$ cat src/bfa_ram.sv
// Generic single-write, single-read RAM with registered read data.
// No dependencies.
module bfa_ram #(
	parameter int WIDTH = 32,
	parameter int DEPTH = 128
) (
	input  logic clk,
	input  logic we,
	input  logic [((DEPTH > 1) ? $clog2(DEPTH) : 1)-1:0] waddr,
	input  logic [WIDTH-1:0] wdata,
	input  logic [((DEPTH > 1) ? $clog2(DEPTH) : 1)-1:0] raddr,
	output logic [WIDTH-1:0] rdata
);

	logic [WIDTH-1:0] mem_q [DEPTH];

	always_ff @(posedge clk) begin
		if (we) begin
			mem_q[waddr] <= wdata;
		end
		rdata <= mem_q[raddr];
	end

endmodule

$ cat config.mk
export PLATFORM = sky130hd
export DESIGN_NAME = bfa_ram
export DESIGN_NICKNAME = d
export VERILOG_FILES = /design/src/bfa_ram.sv
export SDC_FILE = /design/constraint.sdc
export NUM_CORES = 2
export LEC_CHECK = 0
export BUFFER_PORTS_ARGS = -buffer_cell sky130_fd_sc_hd__buf_2
export CORE_ASPECT_RATIO = 0.9
export CORE_MARGIN = 2
export CORE_UTILIZATION = 43
export CTS_BUF_LIST = sky130_fd_sc_hd__clkbuf_4
export CTS_CLUSTER_DIAMETER = 120
export DETAILED_ROUTE_END_ITERATION = 8
export SYNTH_ARGS = -nofsm -noshare
export SYNTH_HDL_FRONTEND = slang
export SYNTH_SLANG_ARGS = --single-unit
$ cat constraint.sdc
create_clock -name clk -period 3.7 [get_ports clk]
set_clock_uncertainty 0.15 [all_clocks]
set_input_delay 0.37 -clock clk [delete_from_list [all_inputs] [get_ports clk]]
set_output_delay 0.37 -clock clk [all_outputs]
set_load 0.1 [all_outputs]
# ---- After elaboration in Yosys (flattened, before gate mapping)
# Memory sizes are Yosys's and may differ from the RTL's. A register that Yosys moved wholly into a read port is not among the register bits.
# Cells that the tools add are included.
dict set report totals {
  ff_bits 0
  ram_bits 4096
  inputBits 48
  out_inout_bits 32
  word_cells 3
  n_memories 1
}
# memory words word_bits read_ports rd_ports_with_merged_regs write_ports line
set memory_table {}
lappend memory_table {mem_q 128 32 1 1 1 15} ;# logic [WIDTH-1:0] mem_q [DEPTH];
dict set report op_classes {
  mux 2
}
# cell count
set ops {}
lappend ops {{$mux 1} 2}

# ---- Depth between registers and ports, before layout
dict set report depth {
  depth_word 2
  ltp_mapped 8
  mapped_depth_nobuf 4
}

# ---- Least setup slack after synthesis
# Ideal clock, no wire load.
dict set report synth_timing {
  path_type {input to register}
  from {input port we}
  to {memory mem_q[98][0], enable pin}
  setup_time_ns 0.461
  arrival_time_ns 3.148
  required_time_ns 3.089
  path_slack_ns -0.059
  stages 3
  n_path_buf 1
  cell_sequence {clkbuf_1 nand4_1 nor3_1}
}
dict set report synth_between {
  elab_chain_cells 2
}
# element line
set synth_rtl {}
lappend synth_rtl {{from (decl)} 8} ;# input logic we,
lappend synth_rtl {{$mux 1} 18} ;# if (we) begin
lappend synth_rtl {{$mux 1 (implied by the code)} 19} ;# mem_q[waddr] <= wdata;
lappend synth_rtl {{to (decl)} 15}
# Every way passes these cells.

# ---- Final worst setup path
dict set report layout_timing {
  from {input port waddr[5] in the netlist's numbering}
  to {memory mem_q[116][10], enable pin}
}
# element line
set layout_rtl {}
lappend layout_rtl {{from (decl)} 9} ;# input logic [((DEPTH > 1) ? $clog2(DEPTH) : 1)-1:0] waddr,
# Straight into the memory's write port.

==> out/results.tsv <==
metric	value	unit
status	finished clean	
drt first pass iters	6	
Site Rows	209	
cell mode on critical path	dlygate4sd3_1	
Tcrit/Tclk final	0.991	
vias in the first global route	78800	
Synth cell types	17	
synthesized netlist net count	6038	
Slew headroom	0.361	
leading cell type in the layout, fill and taps excluded	edfxtp_1	
worst skew pair latency	1.66	ns
initial core utilization	0.433	
Crit path required time	4.81	ns
max_cap viols	0	
crit-path cells	dlygate4sd3_1 > buf_2 > dlygate4sd3_1 > nand3_1 > dlygate4sd3_1 > buf_4 > dlygate4sd3_1 > nor2_4 > dlygate4sd3_1	
number of synthesized register bits	4128	
worst ir drop on vdd	0.000321	V
max-slew violation count	0	
Fin. Hold Viols	0	
# clock sinks	4128	
deepest clock path buffer count	5	
Critical Path Start Type	input pin	
Worst setup EP type	flop	
mean post-synth cell area	26.1	µm²
Yosys warning count	0	
die width	639	µm
total I/O pin count	80	
Crit Path Max Fanout	7	
GRT Total Usage	0.235	
CP Buf/Inv Count	7	
most frequent cells in the layout	edfxtp_1 (4096), clkbuf_4 (1576), mux4_2 (1344)	
layout cell share with drive strength beyond 1	0.456	
Fin Hold WS	0.167	ns
initial antenna violation count	66	
Initial DRC Count	10700	
Vias/cell	5.94	
sequential fraction of the synthesis area	0.791	
PnR worst setup slack	0.0326	ns
DRT Wirelength	428	mm
# setup viols final	0	
CP delay by family, top	buffers and inverters	
Static Leak	58.2	nW
CP max-delay cell	dlygate4sd3_1	
Post-Syn Area	156000	µm²
CTS tree	built	
worst slew pin tran	0.956	ns
Crit Path Class	in2reg	
first-pass GRT wire length	595	mm
PortBufs	79	
cell count after synthesis	5990	
RSZ-0062 raised after global routing	false	
DRC errors left	0	
die area	368000	µm²
Die Span Y	576	µm
Detailed Place HPWL	237	mm
Place WS	-0.0334	ns
PwrDens	522	nW/µm²
fillers	28300	
GP Congestion	0.802	
crit path DAT	4.78	ns
largest net degree at the start of global routing	129	
FMAX	0.273	GHz
core footprint	361000	µm²
Area Growth Syn to Fin	17.8	%
Tmin final	3.67	ns
CTS H-tree depth	7	
vias	77100	
Min-Delay Path Class	in2reg	
root buffer cell	clkbuf_4	
post-CTS setup buffers	0	
Worst-path clk slew	0.06	ns
routed len/inst	32.9	µm
biggest cell delay along the critical path	0.83	ns
number of buffers created by CTS	1132	
post-route ant nets	0	
nets@finish	7556	
total gr overflow	0	
[flip-flops by register name, summed over array words and instances, names as in the netlist]
register  count
rdata        32
mem_q      4096
[layer usage]
| layer | share of wire | global-route usage | vias up |
|---|---|---|---|
| li1 | - | - | 30300 |
| met1 | 0.41 | 0.334 | 42000 |
| met2 | 0.48 | 0.360 | 4216 |
| met3 | 0.096 | 0.0560 | 615 |
| met4 | 0.021 | 0.0785 | 2 |
| met5 | 0.000098 | 0 | - |
[Yosys cell counts]
| library cell | count | area [µm²] |
|---|---|---|
| buf_1 | 50 | 188 |
| clkbuf_1 | 182 | 683 |
| nand2b_1 | 2 | 12.5 |
| nand4_1 | 3 | 18.8 |
| nand2_1 | 14 | 52.6 |
| buf_6 | 2 | 22.5 |
| nor2_1 | 122 | 458 |
| nand3_1 | 12 | 60.1 |
| mux2_2 | 32 | 360 |
| mux4_2 | 1344 | 30300 |
| or3_1 | 1 | 6.26 |
| edfxtp_1 | 4096 | 123000 |
| nor2b_1 | 7 | 43.8 |
| dfxtp_1 | 32 | 641 |
| buf_2 | 79 | 395 |
| nor3_1 | 9 | 45.0 |
| buf_4 | 3 | 22.5 |
[report_power, final]
| group | leakage, nW | total (W) | switching, W | internal (W) |
|---|---|---|---|---|
| clock | 7.90 | 0.0382 | 0.0178 | 0.0204 |
| combinational | 13.3 | 0.00604 | 0.00374 | 0.00230 |
| sequential | 37.1 | 0.0518 | 0.000197 | 0.0516 |
[area by class of cell]
cell class / count / area (µm²) / area share
flip-flops and latches: 4128 / 124000 / 0.672
multi-input cells: 1546 / 32300 / 0.176
clock buffers: 1576 / 11800 / 0.0643
repair buffers: 700 / 8890 / 0.0483
well taps: 4747 / 5940 / 0.0323
clock inverters: 230 / 1260 / 0.00685
diodes: 68 / 170 / 0.000925
[what timing repair did]
action,in CTS,in global routing
hold buffers,150,0
resized for setup,1,0
endpoints found under the setup margin,1,17
endpoints found under the hold margin,8224,0
[path summary, 6_finish.rpt]
check,from,endpoint,slack [ns],cells past startpoint
min,raddr[3],rdata[4]$_DFF_P_,0.17,4
min reg2reg,mem_q[8][31]$_DFFE_PP_,rdata[31]$_DFF_P_,0.92,4
max reg2reg,mem_q[85][24]$_DFFE_PP_,rdata[24]$_DFF_P_,0.20,6
max,waddr[5],mem_q[116][10]$_DFFE_PP_,0.03,9
[cell families (layout without fill, tap and decap cells)]
family,after synthesis,in the layout,synth area share
muxes,1376,1376,0.196
other,0,68,0
and+or+nand+nor,170,170,0.00446
buffers and inverters,316,2506,0.00839
DFF,4128,4128,0.791
[stage by stage]
step | utilization | instances | area [µm²] | setup TNS, ns | power (W)
after floorplan | - | 5990 | 156000 | -4.47 | 0.0557
after global placement | 0.468 | 11000 | 169000 | -0.0313 | 0.0585
after detailed placement | 0.468 | 11000 | 169000 | -0.0697 | 0.0586
after CTS | 0.510 | 12900 | 184000 | 0 | 0.0970
after global routing | 0.510 | 13000 | 184000 | 0 | 0.0996
final | 0.510 | 13000 | 184000 | 0 | 0.0961
[tightest hold or removal path, stage by stage]
cell and delay [ns]:
dlygate4sd3_1 0.57, buf_6 0.25, mux4_2 0.50, mux2_2 0.18
Note: power is estimated with default switching activity, not from simulation.
