`config.mk`:
```
export PLATFORM = sky130hd
export DESIGN_NAME = bfa_word_unit
export DESIGN_NICKNAME = d
export VERILOG_FILES = /design/src/bfa_pkg.sv /design/src/bfa_word_unit.sv
export SDC_FILE = /design/constraint.sdc
export NUM_CORES = 1
export LEC_CHECK = 0
export CAP_MARGIN = 20
export CORE_ASPECT_RATIO = 2
export CORE_UTILIZATION = 55
export DETAILED_ROUTE_END_ITERATION = 12
export DONT_BUFFER_PORTS = 1
export PLACE_DENSITY = 0.73
export SLEW_MARGIN = 20
export SYNTH_ARGS = -nofsm -noshare
export SYNTH_HDL_FRONTEND = slang
export SYNTH_SLANG_ARGS = --single-unit
```
`constraint.sdc`:
```
create_clock -name vclk -period 5.7
set_input_delay 0.285 -clock vclk [all_inputs]
set_output_delay 0.285 -clock vclk [all_outputs]
set_load 0.005 [all_outputs]
```
`src/bfa_pkg.sv`:
```
// Shared types and constants for the bitmap page frame allocator.
// No dependencies; used by every module of the block but bfa_ram.
package bfa_pkg;

	localparam int unsigned PAGES_DEF = 4096;
	localparam int WORD_W = 32;
	localparam int BIT_W = 5;
	localparam int CNT_W = 13;
	localparam int RUN_W = 14;
	localparam int IDX_W = 12;
	localparam int ACT_W = 3;
	localparam int STS_W = 2;

	localparam logic [ACT_W-1:0] ACT_ALLOC = 3'd0;
	localparam logic [ACT_W-1:0] ACT_FREE = 3'd1;
	localparam logic [ACT_W-1:0] ACT_LOCK = 3'd2;
	localparam logic [ACT_W-1:0] ACT_RESERVE = 3'd3;
	localparam logic [ACT_W-1:0] ACT_UNRESERVE = 3'd4;

	localparam logic [STS_W-1:0] STS_OK = 2'd0;
	localparam logic [STS_W-1:0] STS_NOFIT = 2'd1;
	localparam logic [STS_W-1:0] STS_BAD = 2'd2;

	typedef struct packed {
		logic [ACT_W-1:0] action;
		logic [IDX_W-1:0] page_index;
		logic [CNT_W-1:0] page_count;
	} req_t;

	typedef struct packed {
		logic [STS_W-1:0] status;
		logic [IDX_W-1:0] found_page;
		logic [CNT_W-1:0] free_pages;
		logic [CNT_W-1:0] used_pages;
		logic [CNT_W-1:0] reserved_pages;
	} rsp_t;

	// Control into the word unit: bit window of the current word and update sense.
	typedef struct packed {
		logic set;
		logic [BIT_W-1:0] lo;
		logic [BIT_W-1:0] hi;
	} wu_ctl_t;

	// Word unit results for both the run search and the range update.
	typedef struct packed {
		logic hit;
		logic [BIT_W-1:0] hit_bit;
		logic [CNT_W-1:0] carry_out;
		logic [WORD_W-1:0] new_word;
		logic [BIT_W:0] n_changed;
		logic any_changed;
		logic [BIT_W-1:0] low_bit;
	} wu_res_t;

endpackage

```
`src/bfa_word_unit.sv`:
```
// Shared word unit: free-run search and range set/clear over one 32-bit map word.
// Depends on bfa_pkg.
module bfa_word_unit (
	input  bfa_pkg::wu_ctl_t ctl,
	input  logic [bfa_pkg::WORD_W-1:0] word,
	input  logic [bfa_pkg::CNT_W-1:0] carry,
	input  logic [bfa_pkg::CNT_W-1:0] need,
	output bfa_pkg::wu_res_t res
);
	import bfa_pkg::*;

	logic [WORD_W-1:0] eb;
	logic [WORD_W-1:0] mask;
	logic [WORD_W-1:0] chg;
	logic [WORD_W-1:0] hit_v;
	logic found_b;
	logic [BIT_W-1:0] lb;
	logic [RUN_W-1:0] run;

	// Bits outside the window count as busy for the search.
	always_comb begin
		for (int k = 0; k < WORD_W; k++) begin
			mask[k] = (BIT_W'(k) >= ctl.lo) && (BIT_W'(k) <= ctl.hi);
			eb[k] = word[k] | ~mask[k];
		end
	end

	// Run length ending at each bit: from the last busy bit below it, else carried in.
	always_comb begin
		found_b = 1'b0;
		lb = '0;
		run = '0;
		for (int k = 0; k < WORD_W; k++) begin
			found_b = 1'b0;
			lb = '0;
			for (int j = 0; j < WORD_W; j++) begin
				if ((j <= k) && eb[j]) begin
					found_b = 1'b1;
					lb = BIT_W'(j);
				end
			end
			if (found_b) begin
				run = RUN_W'(BIT_W'(k) - lb);
			end else begin
				run = RUN_W'(carry) + RUN_W'(k + 1);
			end
			hit_v[k] = (run >= RUN_W'(need));
		end
	end

	always_comb begin
		res.hit = |hit_v;
		res.hit_bit = '0;
		for (int k = WORD_W - 1; k >= 0; k--) begin
			if (hit_v[k]) begin
				res.hit_bit = BIT_W'(k);
			end
		end
		// found_b and lb hold the top bit's view after the search loop
		if (found_b) begin
			res.carry_out = CNT_W'(BIT_W'(WORD_W - 1) - lb);
		end else begin
			res.carry_out = CNT_W'(RUN_W'(carry) + RUN_W'(WORD_W));
		end
	end

	always_comb begin
		chg = ctl.set ? (~word & mask) : (word & mask);
		res.new_word = ctl.set ? (word | chg) : (word & ~chg);
		res.any_changed = |chg;
		res.n_changed = '0;
		res.low_bit = '0;
		for (int k = 0; k < WORD_W; k++) begin
			res.n_changed = res.n_changed + (BIT_W + 1)'(chg[k]);
		end
		for (int k = WORD_W - 1; k >= 0; k--) begin
			if (chg[k]) begin
				res.low_bit = BIT_W'(k);
			end
		end
	end

endmodule

```
; ---- Word level (Yosys, flattened, before mapping)
; Index checks and enable logic that the tools add are counted.
[totals]
ff_bits = 0
out_inout_bits = 63
word_cells = 457
[op_classes]
order_cmp = 96
n_reduce_logical = 34
bitwise_logic = 70
n_mux = 162
n_addsub = 95
[op_table]
columns = op, n
row1 = $mux W5, 94
row2 = $ge A14 B13 Y1, 32
row3 = $mux W14, 32
row4 = $add A13 B5 Y14 const B, 16
row5 = $add A6 B1 Y6, 26
row6 = $add A13 B4 Y14 const B, 8
row7 = $sub A5 B5 Y6 const A, 17
row8 = $and A32 B32 Y32, 3
row9 = $ge A5 B5 Y1 const A, 16
row10 = $le A5 B5 Y1 const A, 16
row11 = $mux W32, 2
row12 = $not A32 Y32, 2
row13 = $reduce_or A32 Y1, 2
row14 = $add A13 B3 Y14 const B, 4
row15 = $sub A4 B5 Y6 const A, 8
row16 = $ge A4 B5 Y1 const A, 8
row17 = $le A4 B5 Y1 const A, 8
row18 = $mux W1, 33
row19 = $logic_and A1 B1 Y1, 32
row20 = $not A1 Y1, 32
row21 = $or A1 B1 Y1, 32
row22 = $or A32 B32 Y32, 1
row23 = $add A13 B2 Y14 const B, 2
row24 = $sub A3 B5 Y6 const A, 4
row25 = other kinds (16), 27

; ---- Logic depth before layout (Yosys ltp)
; Gate-level depths: netlist (run 1).
[logic_depth]
ltp_word = 70
mapped_depth = 29
ltp_nobuf = 26

; ---- Worst setup path after synthesis (run 1)
; No wires, ideal clock.
[synth_path]
path_kind = input port to output port
start = input port ctl[10] (netlist bit)
end = output port res[10] (netlist bit)
t_required_ns = 5.415
path_buffers = 3
t_arrival_ns = 5.962
slack_ns = -0.547
cell_stages = 19
cell_sequence = buf_1 -> clkbuf_1 -> clkbuf_1 -> xor2_1 -> nand2_1 -> fa_1 -> fa_1 -> fa_1 -> fa_1 -> fa_1 -> inv_1 -> fa_1 -> ha_1 -> inv_1 -> fa_1 -> inv_1 -> a21o_1 -> a21oi_1 -> xnor2_1
[synth_lines]
columns = item, line
row1 = from (decl), bfa_word_unit.sv:4  ; input bfa_pkg::wu_ctl_t ctl,
row2 = to (decl), bfa_word_unit.sv:8  ; output bfa_pkg::wu_res_t res

==> impl_metrics.ini, run 1 <==
[status]
outcome = complete, but fails checks
violations = setup timing

[grt]
grt_pass1_wl_um = 161000
grt_max_degree = 67
grt_pass1_vias = 26000
grt_overflow = 0
grtUsageTotal_pct = 54.1
antenna_found_initial = 2

[critical_path]
cp-start-kind = primary input
cp.required_ns = 5.41
crit_fanout = 31
critPathArrivalTime_ns = 5.47
crit_buf_inv = 3
cp_cell_sequence = or3_4, or3_4, o31ai_4, a311oi_4, a211oi_4, a22oi_2, a211o_1, a21oi_4, o31ai_4, buf_6, o211ai_1, ha_1, nand2b_4, a21o_1, a21o_1, a211o_1, a211oi_4, or2_2, a221oi_2, buf_4, o211a_1, o211ai_1, buf_4, a221oi_4
slowest_delay_ns = 0.39
cpMaxStageDelayCell = or3_4
critPathTopFamily = compound AO/OA/AOI/OAI gates
path_class = primary input to output pin
crit_path_end_kind = output pin
cp.depth = 24
crit_path_end = res[57]
startpoint = ctl[7]

[floorplanning]
ioPinCount = 132
initial_core_util_pct = 55.7
core_region_area_um2 = 38500
row_count = 102
die_h_um = 281
die_x_um = 142
dieArea_um2 = 39800

[final_layout]
nFillCells = 3618
synthToLayoutAreaGrowth_pct = 15.1
nNetsFinal = 3853
register_area_um2 = 0
drive_gt1_share_pct = 16.5
clkbuf_count = 0
design.seq.count = 0

[synthesis]
synth.mux.area_fraction_pct = 2.05
syn-num-nets = 3667
synth_top_family_by_area = adder cells
ys_types = 92
syn_area_per_cell_um2 = 6.92
seq_area_frac_synth_pct = 0
yosysWarnings = 0
syn-cell-area_um2 = 21500
synthSimpleGateAreaFrac_pct = 26.0
netlist_instances = 3102
synthAdderAreaFrac_pct = 29.8
synth_xor_area_share_pct = 12.8
synth_compound_area_share_pct = 24.6

[min_path]
hold_path_class = primary input to output pin

[sta]
slew_headroom_pct = 9.55
setup_slack_ns = -0.0568
period_needed_ns = 5.76
rsz0062_at_grt = yes
slew_viol_final = 0
hold_violations = 0
holdWs_ns = 0.674
finalSetupViolations = 3
tightest_slew_ns = 1.35
fmax_ghz = 0.174
period_share_pct = 101

[drt]
viasPerCell = 6.93
vias = 26400
routed_wl_um = 107000
first_pass_iters = 7
drt_iter0_markers = 3098
final_antenna_net_count = 0
drc_errors = 0
wl_per_cell_um = 28.1

[placed_design]
place_congestion = 1.09
dp_hpwl_um = 82400
place.port_buffers = 0

[flow_run]
drv_cap = 0

[clocking]
hold_buffers = 0
-- timing repair --
item | 4_1_cts | 5_1_grt
setup endpoints to repair | 8 | 11
pin swaps | 20 | 82
resized for setup | 34 | 117
buffers inserted | 5 | 11
cloned | 0 | 0
-- routing by layer --
layer / track usage [%] / share of wire (%) / up-vias
li1: - / - / 11500
met1: 52.8 / 31 / 12100
met2: 83.4 / 43 / 1851
met3: 19.4 / 10 / 885
met4: 61.3 / 15 / 2
met5: 0 / 0.069 / -
-- cells in the final DEF (no fill, tap or decap), types with 28 or more instances in the layout --
cell	netlist	final
nand3_1	71	68
ha_1	472	466
nand4_1	35	35
nor2_1	452	443
buf_4	5	336
nor3_1	60	55
xor2_1	125	125
a21oi_1	257	243
nand2b_1	57	55
mux2_2	31	31
a21o_1	95	95
a211oi_1	40	31
nor2b_1	44	44
or3_1	32	28
a31oi_1	30	29
xnor2_1	188	185
inv_1	93	83
o21ai_0	182	167
nand2_1	280	276
-- worst min path at each step --
| stage | from | end | slack (ns) | cells past startpoint |
|---|---|---|---|---|
| floorplan | word[26] | res[38] | 0.66 | 2 |
| global placement | ctl[10] | res[38] | 0.68 | 2 |
| detailed placement | word[26] | res[38] | 0.68 | 2 |
| CTS | ctl[10] | res[38] | 0.68 | 2 |
| global route | ctl[10] | res[38] | 0.70 | 2 |
| finish | ctl[10] | res[38] | 0.67 | 2 |
-- area by class of cell --
class / instances / area [um2] / share of cell area, %
multi-input combinational: 2845 / 21000 / 85.2
timing repair buffer: 345 / 2650 / 10.7
tap: 520 / 651 / 2.63
inverter: 96 / 360 / 1.46
antenna: 2 / 5.00 / 0.0203
-- per-stage QoR --
step / cell area (um2) / TNS, ns / cells / worst slack, ns / utilization, %
finish: 24700 / -0.120 / 3808 / -0.0568 / 64.1
global placement: 24000 / -0.449 / 3793 / -0.132 / 62.2
detailed placement: 24000 / -1.28 / 3793 / -0.254 / 62.2
floorplan: 21500 / 0 / 3102 / 0.00818 / -
CTS: 24100 / -0.0254 / 3798 / -0.0254 / 62.6
global route: 24700 / -1.04 / 3808 / -0.217 / 64.1
-- cells by family (layout without fill, tap and decap cells) --
family                   count (synthesis)  count (layout)
buffers and inverters                  257             441
adder cells (fa/ha/maj)                496             496
other                                    0               2
XOR/XNOR                               313             313
multiplexers                            40              40
AO/OA/AOI/OAI                          822             822
AND/OR/NAND/NOR                       1174            1174
-- synthesized netlist by cell type (60+ instances only) --
cell type / n / area share, %
nor2_1: 452 / 7.9
xor2_1: 125 / 5.1
a21o_1: 95 / 3.3
a21oi_1: 257 / 6.0
inv_1: 93 / 1.6
nand2_1: 280 / 4.9
nand3_1: 71 / 1.7
nor3_1: 60 / 1.4
ha_1: 472 / 28
o21ai_0: 182 / 4.2
xnor2_1: 188 / 7.7
clkbuf_1: 116 / 2.0
==> run 2, diff against run 1 <==
RECOVER_POWER = 50   (was not set)
==> run 2 against run 1 <==
The flow still finishes with violations (setup timing). Cell count is the same. Clock-buffer cell count is the same. Cell area about the same. Die area did not move. Core utilization barely moved. Sequential share of layout area unchanged.
==> impl_metrics.ini, run 2 (same netlist as run 1, synthesis figures left out) <==
[drt]
wl_met1_um = 33300
vias = 26500
wl_per_cell_um = 28.1
drc_errors = 0
wl_met2_um = 46200
dr.max_layer_used = met5
dr_wl_met3_um = 11300
final_antenna_net_count = 0
drt_iter0_markers = 3227
routed_wl_um = 107000
first_pass_iters = 9
viasPerCell = 6.96

[sta]
slew_headroom_pct = 6.71
slew_viol_final = 0
tightest_slew_ns = 1.39
rsz0062_at_grt = yes
period_share_pct = 101
fmax_ghz = 0.174
setup_slack_ns = -0.0606
hold_violations = 0
finalSetupViolations = 2
period_needed_ns = 5.76
finalSetupTns_ns = -0.110

[grt]
grtUsageTotal_pct = 54.1
grt_pass1_wl_um = 161000
grt_max_degree = 67
antenna_found_initial = 2
grt_pass1_vias = 26000
grt_overflow = 0

[placed_design]
place.port_buffers = 0
dp_hpwl_um = 82400
place_congestion = 1.09

[final_layout]
nNetsFinal = 3853
clkbuf_count = 0
synthToLayoutAreaGrowth_pct = 15.1
drive_gt1_share_pct = 16.4
design.seq.count = 0
register_area_um2 = 0
mostFrequentLayoutCell = ha_1
final_cell_mix = ha_1 (466), nor2_1 (443), buf_4 (334)
nFillCells = 3619

[critical_path]
critPathArrivalTime_ns = 5.48
cp_cell_sequence = or3_4, or3_4, o31ai_4, a311oi_4, a211oi_4, a22oi_2, a211o_1, a21oi_4, o31ai_4, buf_6, o211ai_1, ha_1, nand2b_4, a21o_1, a21o_1, a211o_1, a211oi_4, or2_2, a221oi_2, buf_4, o211a_1, o211ai_1, buf_4, a221oi_4
path_class = primary input to output pin
cp-start-kind = primary input
critPathTopFamily = compound AO/OA/AOI/OAI gates
crit_fanout = 31
cpMaxStageDelayCell = or3_4
slowest_delay_ns = 0.39
cp.required_ns = 5.41
crit_path_end_kind = output pin
crit_buf_inv = 3

[min_path]
hold_path_class = primary input to output pin

[floorplanning]
dieArea_um2 = 39800
die_h_um = 281
ioPinCount = 132
die_x_um = 142
row_count = 102
initial_core_util_pct = 55.7
core_region_area_um2 = 38500

[clocking]
hold_buffers = 0

[status]
violations = setup timing
outcome = complete, but fails checks

[flow_run]
drv_cap = 0
-- run 2: changes by cell type in the layout (fill, tap and decap cells not counted) --
cell,change
a31o_1,+1
a31o_2,-1
buf_4,-2
clkbuf_1,+2
mux2_1,+1
mux2_2,-1
-- run 2: timing repair --
item	in CTS	in global routing
resized for setup	34	117
pin swaps	20	82
setup buffers	5	11
cloned	0	0
endpoints found under the setup margin	8	11
-- run 2: path summary, 6_finish.rpt --
check / startpoint / depth (start not counted) / slack, ns / endpoint
max: ctl[7] / 24 / -0.06 / res[57]
min: ctl[10] / 2 / 0.67 / res[38]
-- run 2: per-stage QoR --
step	std cells	setup WS, ns	utilization [%]	hold WS (ns)	cell area, um2
after global placement	3793	-0.132	62.2	0.681	24000
final	3808	-0.0606	64.1	0.674	24700
after floorplan	3102	0.00818	-	0.659	21500
after detailed placement	3793	-0.254	62.2	0.680	24000
after global routing	3808	-0.217	64.1	0.697	24700
after CTS	3798	-0.0254	62.6	0.680	24100
-- run 2: cell type report --
class / instances / area (um2) / area share, %
Timing Repair Buffer: 345 / 2640 / 10.7
Multi-Input combinational cell: 2845 / 21000 / 85.2
Tap cell: 520 / 651 / 2.63
Inverter: 96 / 360 / 1.46
Antenna cell: 2 / 5.00 / 0.0203
-- run 2: per-layer routing --
metal / global-route usage (%) / vias to the layer above
li1: - / 11500
met1: 52.8 / 12100
met2: 83.4 / 1955
met3: 19.4 / 881
met4: 61.3 / 2
met5: 0 / -
